`src/rtl/core/rrvm_pkg.sv`:
```
// Package for the runtime region virtual mapper.
// Payload structs, the front-to-back work item and fixed constants.
// No dependencies.
package rrvm_pkg;

    localparam int unsigned PAGE_SHIFT  = 12;
    localparam int unsigned SZ_64K_LOG2 = 16;
    localparam int unsigned SZ_2M_LOG2  = 21;
    localparam int unsigned RUNTIME_BIT = 63;
    localparam int unsigned CACHE_BITS  = 4;   // UC WC WT WB
    localparam int unsigned COUNT_W     = 16;
    localparam logic [COUNT_W-1:0] COUNT_MAX = '1;
    localparam logic [63:0] SZ_64K = 64'(1) << SZ_64K_LOG2;
    localparam logic [63:0] SZ_2M  = 64'(1) << SZ_2M_LOG2;
    localparam logic [63:0] BASE_START_RST = 64'h0000_0000_2000_0000;

    typedef struct packed {
        logic [63:0] phys_address;
        logic [51:0] page_count;
        logic [3:0]  mem_type;
        logic [63:0] attribute;
        logic        last_of_map;
    } t_in_item;

    typedef struct packed {
        logic [63:0]        out_phys_address;
        logic [51:0]        out_page_count;
        logic [3:0]         out_mem_type;
        logic [63:0]        out_attribute;
        logic [63:0]        virtual_address;
        logic [COUNT_W-1:0] runtime_count;
    } t_out_item;

    // Classification handed from front to back
    typedef struct packed {
        logic first;      // first runtime descriptor of a map
        logic new_map;    // does not continue the previous region
        logic big_align;  // 2 MiB aligned and at least 2 MiB long
    } t_work_ctl;

    typedef struct packed {
        t_work_ctl                ctl;
        logic [63:0]              seed;    // base the map opens with
        logic [SZ_64K_LOG2-1:0]   offset;  // pa minus rounded start
        logic [63:0]              size;    // grown length in bytes
        logic [63:0]              phys_address;
        logic [51:0]              page_count;
        logic [3:0]               mem_type;
        logic [63:0]              attribute;
    } t_work;

endpackage

```
`src/rtl/core/runtime_region_virtual_mapper_core.sv`:
```
// Top level of the runtime region virtual mapper.
// Depends on rrvm_pkg, rrvm_front, rrvm_fifo and rrvm_back.
//
// Takes one memory descriptor per cycle when full is low, sorted by physical
// address, and returns one result for each runtime descriptor: the descriptor
// with its virtual address and the running count of runtime regions in the map.
// Sustained rate is one descriptor per clock while the consumer pops; a
// descriptor that yields a result passes through the front-to-back queue,
// then the back end writes it to the result queue, where it can be taken.
// The rate is set by the back end, where the running virtual base (round up,
// then advance by the length) closes its loop combinationally around r_base.
// The base start register is read when a map opens: by its first descriptor
// if that one is a runtime region, otherwise as it stood when the previous
// map closed (the reset value before the first map).
module runtime_region_virtual_mapper_core #(
    parameter int unsigned ADDR_WIDTH = 64
) (
    input  logic                i_clk,
    input  logic                i_rst_n,
    // descriptor side
    input  logic                push,
    output logic                full,
    input  rrvm_pkg::t_in_item  i_item,
    // result side
    output logic                empty,
    input  logic                pop,
    output rrvm_pkg::t_out_item o_result,
    // configuration: virtual base start
    input  logic                i_cfg_we,
    input  logic [63:0]         i_cfg_wdata
);
    import rrvm_pkg::*;

    logic [63:0] r_base_start;

    logic        accept;
    logic        front_wr;
    t_work       front_work;
    t_work       back_work;
    logic        work_empty;
    logic        res_full;
    logic        back_step;
    t_out_item   back_result;

    // Configuration register, no read-back
    always_ff @(posedge i_clk) begin
        if (!i_rst_n) begin
            r_base_start <= BASE_START_RST;
        end else if (i_cfg_we) begin
            r_base_start <= i_cfg_wdata;
        end
    end

    // A transfer happens when push is high and the work queue has room; non-runtime
    // descriptors only update the previous-region tracking.
    assign accept = push && !full;

    rrvm_front #(
        .ADDR_WIDTH (ADDR_WIDTH)
    ) u_front (
        .i_clk        (i_clk),
        .i_rst_n      (i_rst_n),
        .i_accept     (accept),
        .i_item       (i_item),
        .i_base_start (r_base_start),
        .o_wr         (front_wr),
        .o_work       (front_work)
    );

    // Decouples classification from address assignment
    rrvm_fifo #(
        .t_item (t_work)
    ) u_work_q (
        .i_clk   (i_clk),
        .i_rst_n (i_rst_n),
        .i_wr    (front_wr),
        .i_wdata (front_work),
        .o_full  (full),
        .i_rd    (back_step),
        .o_rdata (back_work),
        .o_empty (work_empty)
    );

    // Back end advances when there is work and room for its result
    assign back_step = !work_empty && !res_full;

    rrvm_back #(
        .ADDR_WIDTH (ADDR_WIDTH)
    ) u_back (
        .i_clk        (i_clk),
        .i_rst_n      (i_rst_n),
        .i_step       (back_step),
        .i_work       (back_work),
        .o_result     (back_result)
    );

    // Result queue: keeps the back end moving while the consumer stalls
    rrvm_fifo #(
        .t_item (t_out_item)
    ) u_res_q (
        .i_clk   (i_clk),
        .i_rst_n (i_rst_n),
        .i_wr    (back_step),
        .i_wdata (back_result),
        .o_full  (res_full),
        .i_rd    (pop),
        .o_rdata (o_result),
        .o_empty (empty)
    );

endmodule

```
`src/rtl/core/rrvm_fifo.sv`:
```
// Two-entry queue used between front and back and on the result side.
// Depends on nothing; payload type is a parameter.
module rrvm_fifo #(
    parameter type t_item = logic
) (
    input  logic  i_clk,
    input  logic  i_rst_n,
    input  logic  i_wr,
    input  t_item i_wdata,
    output logic  o_full,
    input  logic  i_rd,
    output t_item o_rdata,
    output logic  o_empty
);

    t_item       r_mem [2];
    logic        r_wptr, r_rptr;
    logic [1:0]  r_count;
    logic        wr_en, rd_en;

    assign o_full  = (r_count == 2'd2);
    assign o_empty = (r_count == 2'd0);
    assign wr_en   = i_wr && !o_full;
    assign rd_en   = i_rd && !o_empty;
    assign o_rdata = r_mem[r_rptr];

    always_ff @(posedge i_clk) begin
        if (!i_rst_n) begin
            r_wptr  <= 1'b0;
            r_rptr  <= 1'b0;
            r_count <= 2'd0;
        end else begin
            if (wr_en) r_wptr <= !r_wptr;
            if (rd_en) r_rptr <= !r_rptr;
            case ({wr_en, rd_en})
                2'b10:   r_count <= r_count + 2'd1;
                2'b01:   r_count <= r_count - 2'd1;
                default: r_count <= r_count;
            endcase
        end
    end

    always_ff @(posedge i_clk) begin
        if (wr_en) r_mem[r_wptr] <= i_wdata;
    end

endmodule

```
`src/rtl/core/rrvm_front.sv`:
```
// Front end: accepts descriptors, tracks the previous region, classifies.
// Depends on rrvm_pkg.
module rrvm_front #(
    parameter int unsigned ADDR_WIDTH = 64
) (
    input  logic             i_clk,
    input  logic             i_rst_n,
    input  logic             i_accept,
    input  rrvm_pkg::t_in_item i_item,
    input  logic [63:0]      i_base_start,
    output logic             o_wr,
    output rrvm_pkg::t_work  o_work
);
    import rrvm_pkg::*;

    localparam logic [63:0] ADDR_MASK = {64{1'b1}} >> (64 - ADDR_WIDTH);

    logic [63:0]           r_prev_end;
    logic [CACHE_BITS:0]   r_prev_attr;   // runtime bit and cache bits
    logic                  r_prev_valid;
    logic                  r_rt_seen;     // a runtime region already in this map
    logic [63:0]           r_map_base;    // base latched when the last map closed

    logic [63:0]           pa, size, region_end;
    logic [CACHE_BITS:0]   attr_key;
    logic                  runtime, continues;
    logic [SZ_64K_LOG2-1:0] offset;

    always_comb begin
        pa         = i_item.phys_address & ADDR_MASK;
        size       = {i_item.page_count, {PAGE_SHIFT{1'b0}}} & ADDR_MASK;
        region_end = (pa + size) & ADDR_MASK;
        attr_key   = {i_item.attribute[RUNTIME_BIT], i_item.attribute[CACHE_BITS-1:0]};
        runtime    = i_item.attribute[RUNTIME_BIT];
        continues  = r_prev_valid && (r_prev_end == pa) && (r_prev_attr == attr_key);
        offset     = continues ? '0 : pa[SZ_64K_LOG2-1:0];

        o_work.ctl.first     = !r_rt_seen;
        o_work.ctl.new_map   = !continues;
        // aligned to 2 MiB means no 64 KiB cut, so the length is unchanged
        o_work.ctl.big_align = (pa[SZ_2M_LOG2-1:0] == '0) && (size >= SZ_2M);
        // register read live by a map's first descriptor, else the closing value
        o_work.seed          = r_prev_valid ? r_map_base : (i_base_start & ADDR_MASK);
        o_work.offset        = offset;
        o_work.size          = (size + 64'(offset)) & ADDR_MASK;
        o_work.phys_address  = i_item.phys_address;
        o_work.page_count    = i_item.page_count;
        o_work.mem_type      = i_item.mem_type;
        o_work.attribute     = i_item.attribute;
        o_wr                 = i_accept && runtime;
    end

    always_ff @(posedge i_clk) begin
        if (!i_rst_n) begin
            r_prev_end   <= '0;
            r_prev_attr  <= '0;
            r_prev_valid <= 1'b0;
            r_rt_seen    <= 1'b0;
            r_map_base   <= BASE_START_RST & ADDR_MASK;
        end else if (i_accept) begin
            r_prev_end   <= region_end;
            r_prev_attr  <= attr_key;
            r_prev_valid <= !i_item.last_of_map;
            r_rt_seen    <= !i_item.last_of_map && (r_rt_seen || runtime);
            if (i_item.last_of_map) begin
                r_map_base <= i_base_start & ADDR_MASK;
            end
        end
    end

endmodule

```
`src/rtl/core/rrvm_back.sv`:
```
// Back end: assigns virtual addresses and keeps the running base and count.
// Depends on rrvm_pkg.
module rrvm_back #(
    parameter int unsigned ADDR_WIDTH = 64
) (
    input  logic                i_clk,
    input  logic                i_rst_n,
    input  logic                i_step,
    input  rrvm_pkg::t_work     i_work,
    output rrvm_pkg::t_out_item o_result
);
    import rrvm_pkg::*;

    localparam logic [63:0] ADDR_MASK = {64{1'b1}} >> (64 - ADDR_WIDTH);

    logic [63:0]        r_base;
    logic [COUNT_W-1:0] r_count;
    logic [63:0]        n_base;
    logic [COUNT_W-1:0] n_count;

    logic [63:0]        base_in, base, align_m1;
    logic [COUNT_W-1:0] count_in;

    always_comb begin
        base_in  = i_work.ctl.first ? i_work.seed : r_base;
        count_in = i_work.ctl.first ? '0 : r_count;
        align_m1 = i_work.ctl.big_align ? (SZ_2M - 64'd1) : (SZ_64K - 64'd1);
        if (i_work.ctl.new_map) begin
            base = ((base_in + align_m1) & ~align_m1) & ADDR_MASK;
        end else begin
            base = base_in;
        end
        n_base  = (base + i_work.size) & ADDR_MASK;
        n_count = (count_in == COUNT_MAX) ? COUNT_MAX : count_in + 1'b1;

        o_result.out_phys_address = i_work.phys_address;
        o_result.out_page_count   = i_work.page_count;
        o_result.out_mem_type     = i_work.mem_type;
        o_result.out_attribute    = i_work.attribute;
        o_result.virtual_address  = (base + 64'(i_work.offset)) & ADDR_MASK;
        o_result.runtime_count    = n_count;
    end

    always_ff @(posedge i_clk) begin
        if (!i_rst_n) begin
            r_base  <= '0;
            r_count <= '0;
        end else if (i_step) begin
            r_base  <= n_base;
            r_count <= n_count;
        end
    end

endmodule

```
`config.mk`:
```
export PLATFORM = sky130hd
export DESIGN_NAME = runtime_region_virtual_mapper_core
export DESIGN_NICKNAME = d
export VERILOG_FILES = /design/src/rtl/core/rrvm_pkg.sv /design/src/rtl/core/runtime_region_virtual_mapper_core.sv /design/src/rtl/core/rrvm_fifo.sv /design/src/rtl/core/rrvm_front.sv /design/src/rtl/core/rrvm_back.sv
export SDC_FILE = /design/constraint.sdc
export NUM_CORES = 2
export LEC_CHECK = 0
export ABC_AREA = 1
export BUFFER_PORTS_ARGS = -buffer_cell sky130_fd_sc_hd__buf_2
export CAP_MARGIN = 10
export CORE_MARGIN = 2
export CORE_UTILIZATION = 26
export DETAILED_ROUTE_END_ITERATION = 8
export PLACE_DENSITY_LB_ADDON = 0.08
export RECOVER_POWER = 25
export SYNTH_ARGS = -nofsm -noshare
export SYNTH_HDL_FRONTEND = slang
export SYNTH_SLANG_ARGS = --single-unit
```
`constraint.sdc`:
```
create_clock -name i_clk -period 36.1 [get_ports i_clk]
set_input_delay 10.83 -clock i_clk [delete_from_list [all_inputs] [get_ports i_clk]]
set_output_delay 10.83 -clock i_clk [all_outputs]
set_load 0.03 [all_outputs]
```
Word level (Yosys, flattened, before mapping)
Memories as Yosys holds them, arrays and structs flattened. A register that Yosys moved wholly into a read port is not among the register bits.
Cells that the tools add are included.
{"block": "word_totals", "inputBits": 254, "memories": 2, "ramBits": 1190, "reg_bits": 287, "word_cells": 84, "output_inout_bits": 266}
{"block": "classes", "n_bitwise": 2, "n_reduce_logical": 29, "n_eq_ne": 9, "n_lt_le_gt_ge": 1, "muxes": 17, "add_sub_neg": 10}
{"name": "u_work_q.r_mem", "words": 2, "width": 331, "rd": 1, "rd_clocked_by_memory_dff": 1, "wr": 1, "line": "rrvm_fifo.sv:16", "source": "t_item r_mem [2];"}
{"name": "u_res_q.r_mem", "words": 2, "width": 264, "rd": 1, "rd_clocked_by_memory_dff": 1, "wr": 1, "line": "rrvm_fifo.sv:16"}
{"op": "adder 64 bit", "n": 3}
{"op": "two-way mux 64 bit", "n": 3}
{"op": "adder 64 x 16 -> 64 bit", "n": 2}
{"op": "AND 64 bit", "n": 1}
{"op": "== test 64 bit", "n": 1}
{"op": "greater-or-equal comparator 64 x 22 -> 1 bit (second input constant)", "n": 1}
{"op": "NOT 64 bit", "n": 1}
{"op": "two-way mux 16 bit", "n": 3}
{"op": "logical NOT 21 bit", "n": 1}
{"op": "two-way mux 21 bit", "n": 1}
{"op": "adder 16 x 1 -> 16 bit (second input constant)", "n": 1}
{"op": "== test 16 bit (second input constant)", "n": 1}
{"op": "logical AND 1 bit", "n": 11}
{"op": "logical NOT 1 bit", "n": 11}
{"op": "== test 2 bit (second input constant)", "n": 4}
{"op": "two-way mux 1 bit", "n": 8}
{"op": "one-hot mux 2 bit (2 select lines)", "n": 2}
{"op": "== test 5 bit", "n": 1}
{"op": "adder 2 x 1 -> 2 bit (second input constant)", "n": 2}
{"op": "== test 2 x 1 -> 1 bit (second input constant)", "n": 2}
{"op": "logical NOT 2 bit", "n": 2}
{"op": "nonzero test 2 bit", "n": 2}
{"op": "subtractor 2 x 1 -> 2 bit (second input constant)", "n": 2}
{"op": "AND reduction 2 bit", "n": 1}
{"op": "logical OR 1 bit", "n": 1}

Depth between registers and ports, before layout
{"block": "logic_depth", "depth_word": 7, "ltp_mapped": 35}

Modules after synthesis
Synthesis repeated with hierarchy kept, for this count alone.
{"block": "hier_totals", "cells_unflattened": 7823, "area_unflattened_um2": 78217.5}
{"mod": "rrvm_fifo at u_work_q", "cells_per_inst": 1070, "seq_area_each_um2": 19979.2, "instances": 1, "area_per_inst_um2": 25463.2}
{"mod": "rrvm_fifo at u_res_q", "cells_per_inst": 861, "seq_area_each_um2": 15955.3, "instances": 1, "area_per_inst_um2": 19458.7}
{"mod": "rrvm_back", "cells_per_inst": 2812, "seq_area_each_um2": 1601.5, "instances": 1, "area_per_inst_um2": 15701.3}
{"mod": "rrvm_front", "cells_per_inst": 2673, "seq_area_each_um2": 2702.6, "instances": 1, "area_per_inst_um2": 14915.6}
{"mod": "runtime_region_virtual_mapper_core", "cells_per_inst": 407, "seq_area_each_um2": 1281.2, "instances": 1, "area_per_inst_um2": 2678.8}

Worst setup path after synthesis
No wires, ideal clock.
{"block": "synth_timing", "path_kind": "input to register", "from": "input port push", "to": "memory u_work_q.r_mem[0][0] in the netlist's numbering (enable)", "arrival_time_ps": 24469, "setup_ps": 1008, "path_stages": 4, "required_ps": 35092, "setup_slack_ps": 10624, "cell_sequence": "o21ai_1 > inv_2 > nand2_1 > nor2_1"}
{"block": "synth_via", "elab_chain_len": 5}
{"element": "start: declaration", "line": "runtime_region_virtual_mapper_core.sv:21", "source": "input logic push,"}
{"element": "logical AND 1 bit", "line": "runtime_region_virtual_mapper_core.sv:56", "source": "assign accept = push && !full;"}
{"element": "logical AND 1 bit", "line": "rrvm_front.sv:50", "source": "o_wr = i_accept && runtime;"}
{"element": "logical AND 1 bit", "line": "rrvm_fifo.sv:23", "source": "assign wr_en = i_wr && !o_full;"}
{"element": "two-way mux 1 bit", "line": "rrvm_fifo.sv:44", "source": "if (wr_en) r_mem[r_wptr] <= i_wdata;"}
{"element": "two-way mux 1 bit (not written as such)", "line": "rrvm_fifo.sv:44"}
{"element": "end: declaration", "line": "rrvm_fifo.sv:16"}
Every way passes these cells.

==> summary.txt <==
Logic synthesis
  • Post-Synth XOR/XNOR Area: 2.46%
  • Simple-gate share of the synthesized area: 17.6%
  • #FFs+latches synth: 1455
  • Mapped Area: 0.0688 sq mm
  • Largest family of logic cells by synthesized area: simple AND/OR/NAND/NOR gates
  • Syn Nets: 7401
  • Top_reg_cell synth: edfxtp_1
  • Compound-Gate Fraction of Synth Area: 8.15%
  • Synth Warn #: 0
  • Mapped Cells: 7013
  • Seq/Total Area, Yosys: 59.3%
  • Mux contribution to synthesized area: 4.32%
  • Synth async-reset ratio: 0%
  • Post-synth EDFFs: 1166
  • Library cells used by synthesis: 58
  • Avg Inst Size Synth: 9.80 sq um
  • Adder-Cell Fraction of Synth Area: 2.47%

Placed design
  • IO Port Bufs: 519
  • Placed cell areas: 0.0753 sq mm
  • Placed Cells incl. Taps: 10871
  • Detail Placement HPWL: 192000 um
  • Routability cong.: 0.924

Cells and area
  • Layout cell share with drive strength beyond 1: 15.5%
  • Final Cell Area: 0.0810 sq mm
  • Finished Layout Cells: 11208
  • # nets final: 7921
  • Final Util: 30.8%
  • P&R area growth vs syn: 17.8%
  • Commonest non-fill, non-tap cells in the layout: nand2_1, edfxtp_1, inv_1, nor2_1, buf_2
  • Commonest non-fill, non-tap cell in the layout: nand2_1

Worst setup path
  • CP max-delay cell: clkbuf_1
  • Peak fanout along the critical path: 124
  • Worst Path Buf+Inv: 7
  • Crit path largest cell delay: 4.99 ns
  • CP top delay family: buffers and inverters
  • Crit path launch type: flip-flop
  • Worst Setup Path Type: reg -> reg
  • Arrival @ worst endpoint: 18.03 ns
  • Crit end category: flip-flop
  • CP required: 36.87 ns
  • CP cell instances: clkinvlp_2 > clkbuf_1 > clkbuf_1 > clkbuf_1 > nand2_1 > nand2_1 > ha_1 > nand2_1 > nor2_1 > inv_1 > nor2_1 > inv_1 > nor4_1 > nand3_1 > nand3_1 > nand4_1 > nand3_1 > xor2_1 > o21ai_0 > inv_1

Hold path
  • Hold Crit Class: reg -> reg

Floorplanning
  • Die Area: 0.269 sq mm
  • Initial Util: 26.2%
  • Core ar.: 0.263 sq mm
  • Boundary pin count: 520
  • # rows: 188
  • Die H: 518 um
  • Die width: 518 um

Timing
  • RSZ-0062 raised after global routing: false
  • Pins over their slew limit: 988
  • Period minus WS final: 17.26 ns
  • Setup TNS Final: 0 ns
  • Slew @ Worst Pin: 7.17 ns
  • Max_slew headroom: -378%
  • Fmax: 57.9 MHz
  • Final Skew: 0.0706 ns
  • Final setup fails: 0
  • Crit share post-route: 47.8%
  • Final Hold Viols: 0

Status
  • Status: complete, but fails checks
  • Failing checks: max-capacitance violations, max-slew violations

Clock network
  • Latest clock arrival within the worst-skew pair: 0.86 ns
  • Clock Path Buffers: 3
  • H-tree levels: 4
  • CTS tree: built
  • Clock-pin slew on the worst setup and hold paths: 0.05 ns
  • Clock sinks: 1455
  • Clk root buf: clkbuf_16
  • CTS Buf Count: 175
  • PostCTS Resize Cnt: 0
  • Post-CTS setup buffer count: 0
  • Hold buffers post-CTS: 0

Global route
  • Tot GR Track Use: 19.0%
  • Largest net degree at the start of global routing: 125
  • Initial antenna violation count: 46
  • First-pass GRT wire length: 370000 um
  • Number of global-route vias before repair: 49640
  • Global route total overflow: 0

Routing
  • Initial DRT Pass Iterations: 8
  • WL per Instance: 23.3 um
  • Vias: 51568
  • Detailed-route DRC error count: 0
  • Via density: 4.60
  • Final WL: 262000 um
  • Post-route ant nets: 0
  • DR iter-0 viols: 4181

Pwr
  • Peak VDD IR: 63.6 uV
  • PwrDens: 93.2 mW/mm^2
  • Leakage power: 32.3 nW

Run
  • Max-cap violations: 16
## layout make-up
cell class              instances  area (sq um)
fillers                     27496        182000
well taps                    3515          4400
flip-flops and latches       1455         40800
repair buffers                577          2990
clock inverters                84          1000
inverters                     768          2890
diodes                         12          30.0
multi-input cells            4556         24100
clock buffers                 241          4790
## routing by layer
metal  global-route usage (%)  vias up  part of all wire, %
met1                     28.1    24913                   49
li1                         -    24825                    -
met4                     5.87       16                  3.0
met5                        0        -                0.036
met3                     3.42      334                  5.6
met2                     27.9     1480                   42
## cells by family (layout without fill, tap and decap cells)
logic type | count (synthesis) | after routing
other cells | 0 | 12
compound gates | 1033 | 1033
fa+ha+maj | 134 | 134
xor+xnor | 192 | 192
flops | 1455 | 1455
mux | 264 | 264
simple gates | 2933 | 2933
buf+inv | 1002 | 1670
## worst paths after layout
path	from	end	slack [ns]	cells after the start
setup / recovery	flip-flop	u_back.r_base[60]$_SDFFE_PN0P_	18.84	20
hold / removal	u_front.r_map_base[39]$_SDFFE_PN0P_	u_front.r_map_base[39]$_SDFFE_PN0P_	0.44	2
setup reg to reg	flip-flop	u_back.r_base[60]$_SDFFE_PN0P_	18.84	20
hold reg to reg	u_front.r_map_base[39]$_SDFFE_PN0P_	u_front.r_map_base[39]$_SDFFE_PN0P_	0.44	2
## per-stage QoR
step / power [W] / hold WS (ns) / setup WS [ns]
floorplan: 0.00458 / 0.424 / 10.62
global placement: 0.00581 / 0.425 / 18.95
detailed placement: 0.00581 / 0.438 / 18.94
CTS: 0.00762 / 0.445 / 19.88
global route: 0.00800 / 0.463 / 17.11
finish: 0.00755 / 0.443 / 18.84
## registers in the layout (all words and copies together), names as in the netlist, named ones only
| signal | flops |
|---|---|
| u_front.r_prev_valid | 1 |
| u_work_q.r_wptr | 1 |
| u_res_q.r_mem | 528 |
| u_res_q.r_rptr | 1 |
| u_back.r_count | 16 |
| u_front.r_prev_end | 64 |
| u_front.r_map_base | 64 |
| u_res_q.r_wptr | 1 |
| r_base_start | 64 |
| u_front.r_rt_seen | 1 |
| u_work_q.r_mem | 638 |
| u_work_q.r_rptr | 1 |
| u_back.r_base | 64 |
| u_res_q.r_count | 2 |
| u_work_q.r_count | 2 |
| u_front.r_prev_attr | 5 |
## where the power goes
| group | switching [W] | total [W] | internal, W |
|---|---|---|---|
| clock network | 0.000745 | 0.00176 | 0.00102 |
| logic | 0.00251 | 0.00336 | 0.000856 |
| registers | 0.000105 | 0.00242 | 0.00232 |
## cell usage after synthesis (34+ instances only)
| cell type | count | area (sq um) |
|---|---|---|
| clkbuf_1 | 182 | 683 |
| nand3_1 | 240 | 1200 |
| ha_1 | 131 | 1640 |
| o21ai_0 | 457 | 2290 |
| nand4_1 | 78 | 488 |
| xnor2_1 | 59 | 517 |
| mux2_2 | 264 | 2970 |
| a31oi_1 | 50 | 313 |
| nor4_1 | 47 | 294 |
| dfxtp_1 | 289 | 5790 |
| nor2_1 | 646 | 2420 |
| xor2_1 | 132 | 1160 |
| edfxtp_1 | 1166 | 35000 |
| nor3_1 | 64 | 320 |
| nand2_1 | 1756 | 6590 |
| o21ai_1 | 34 | 170 |
| a21oi_1 | 355 | 1780 |
| inv_1 | 745 | 2800 |
## tightest hold or removal path: stages (launching register included)
cell     delay [ns]
dfxtp_1        0.29
inv_1          0.05
a21oi_1        0.05
Power figures use the tool's default switching activity.
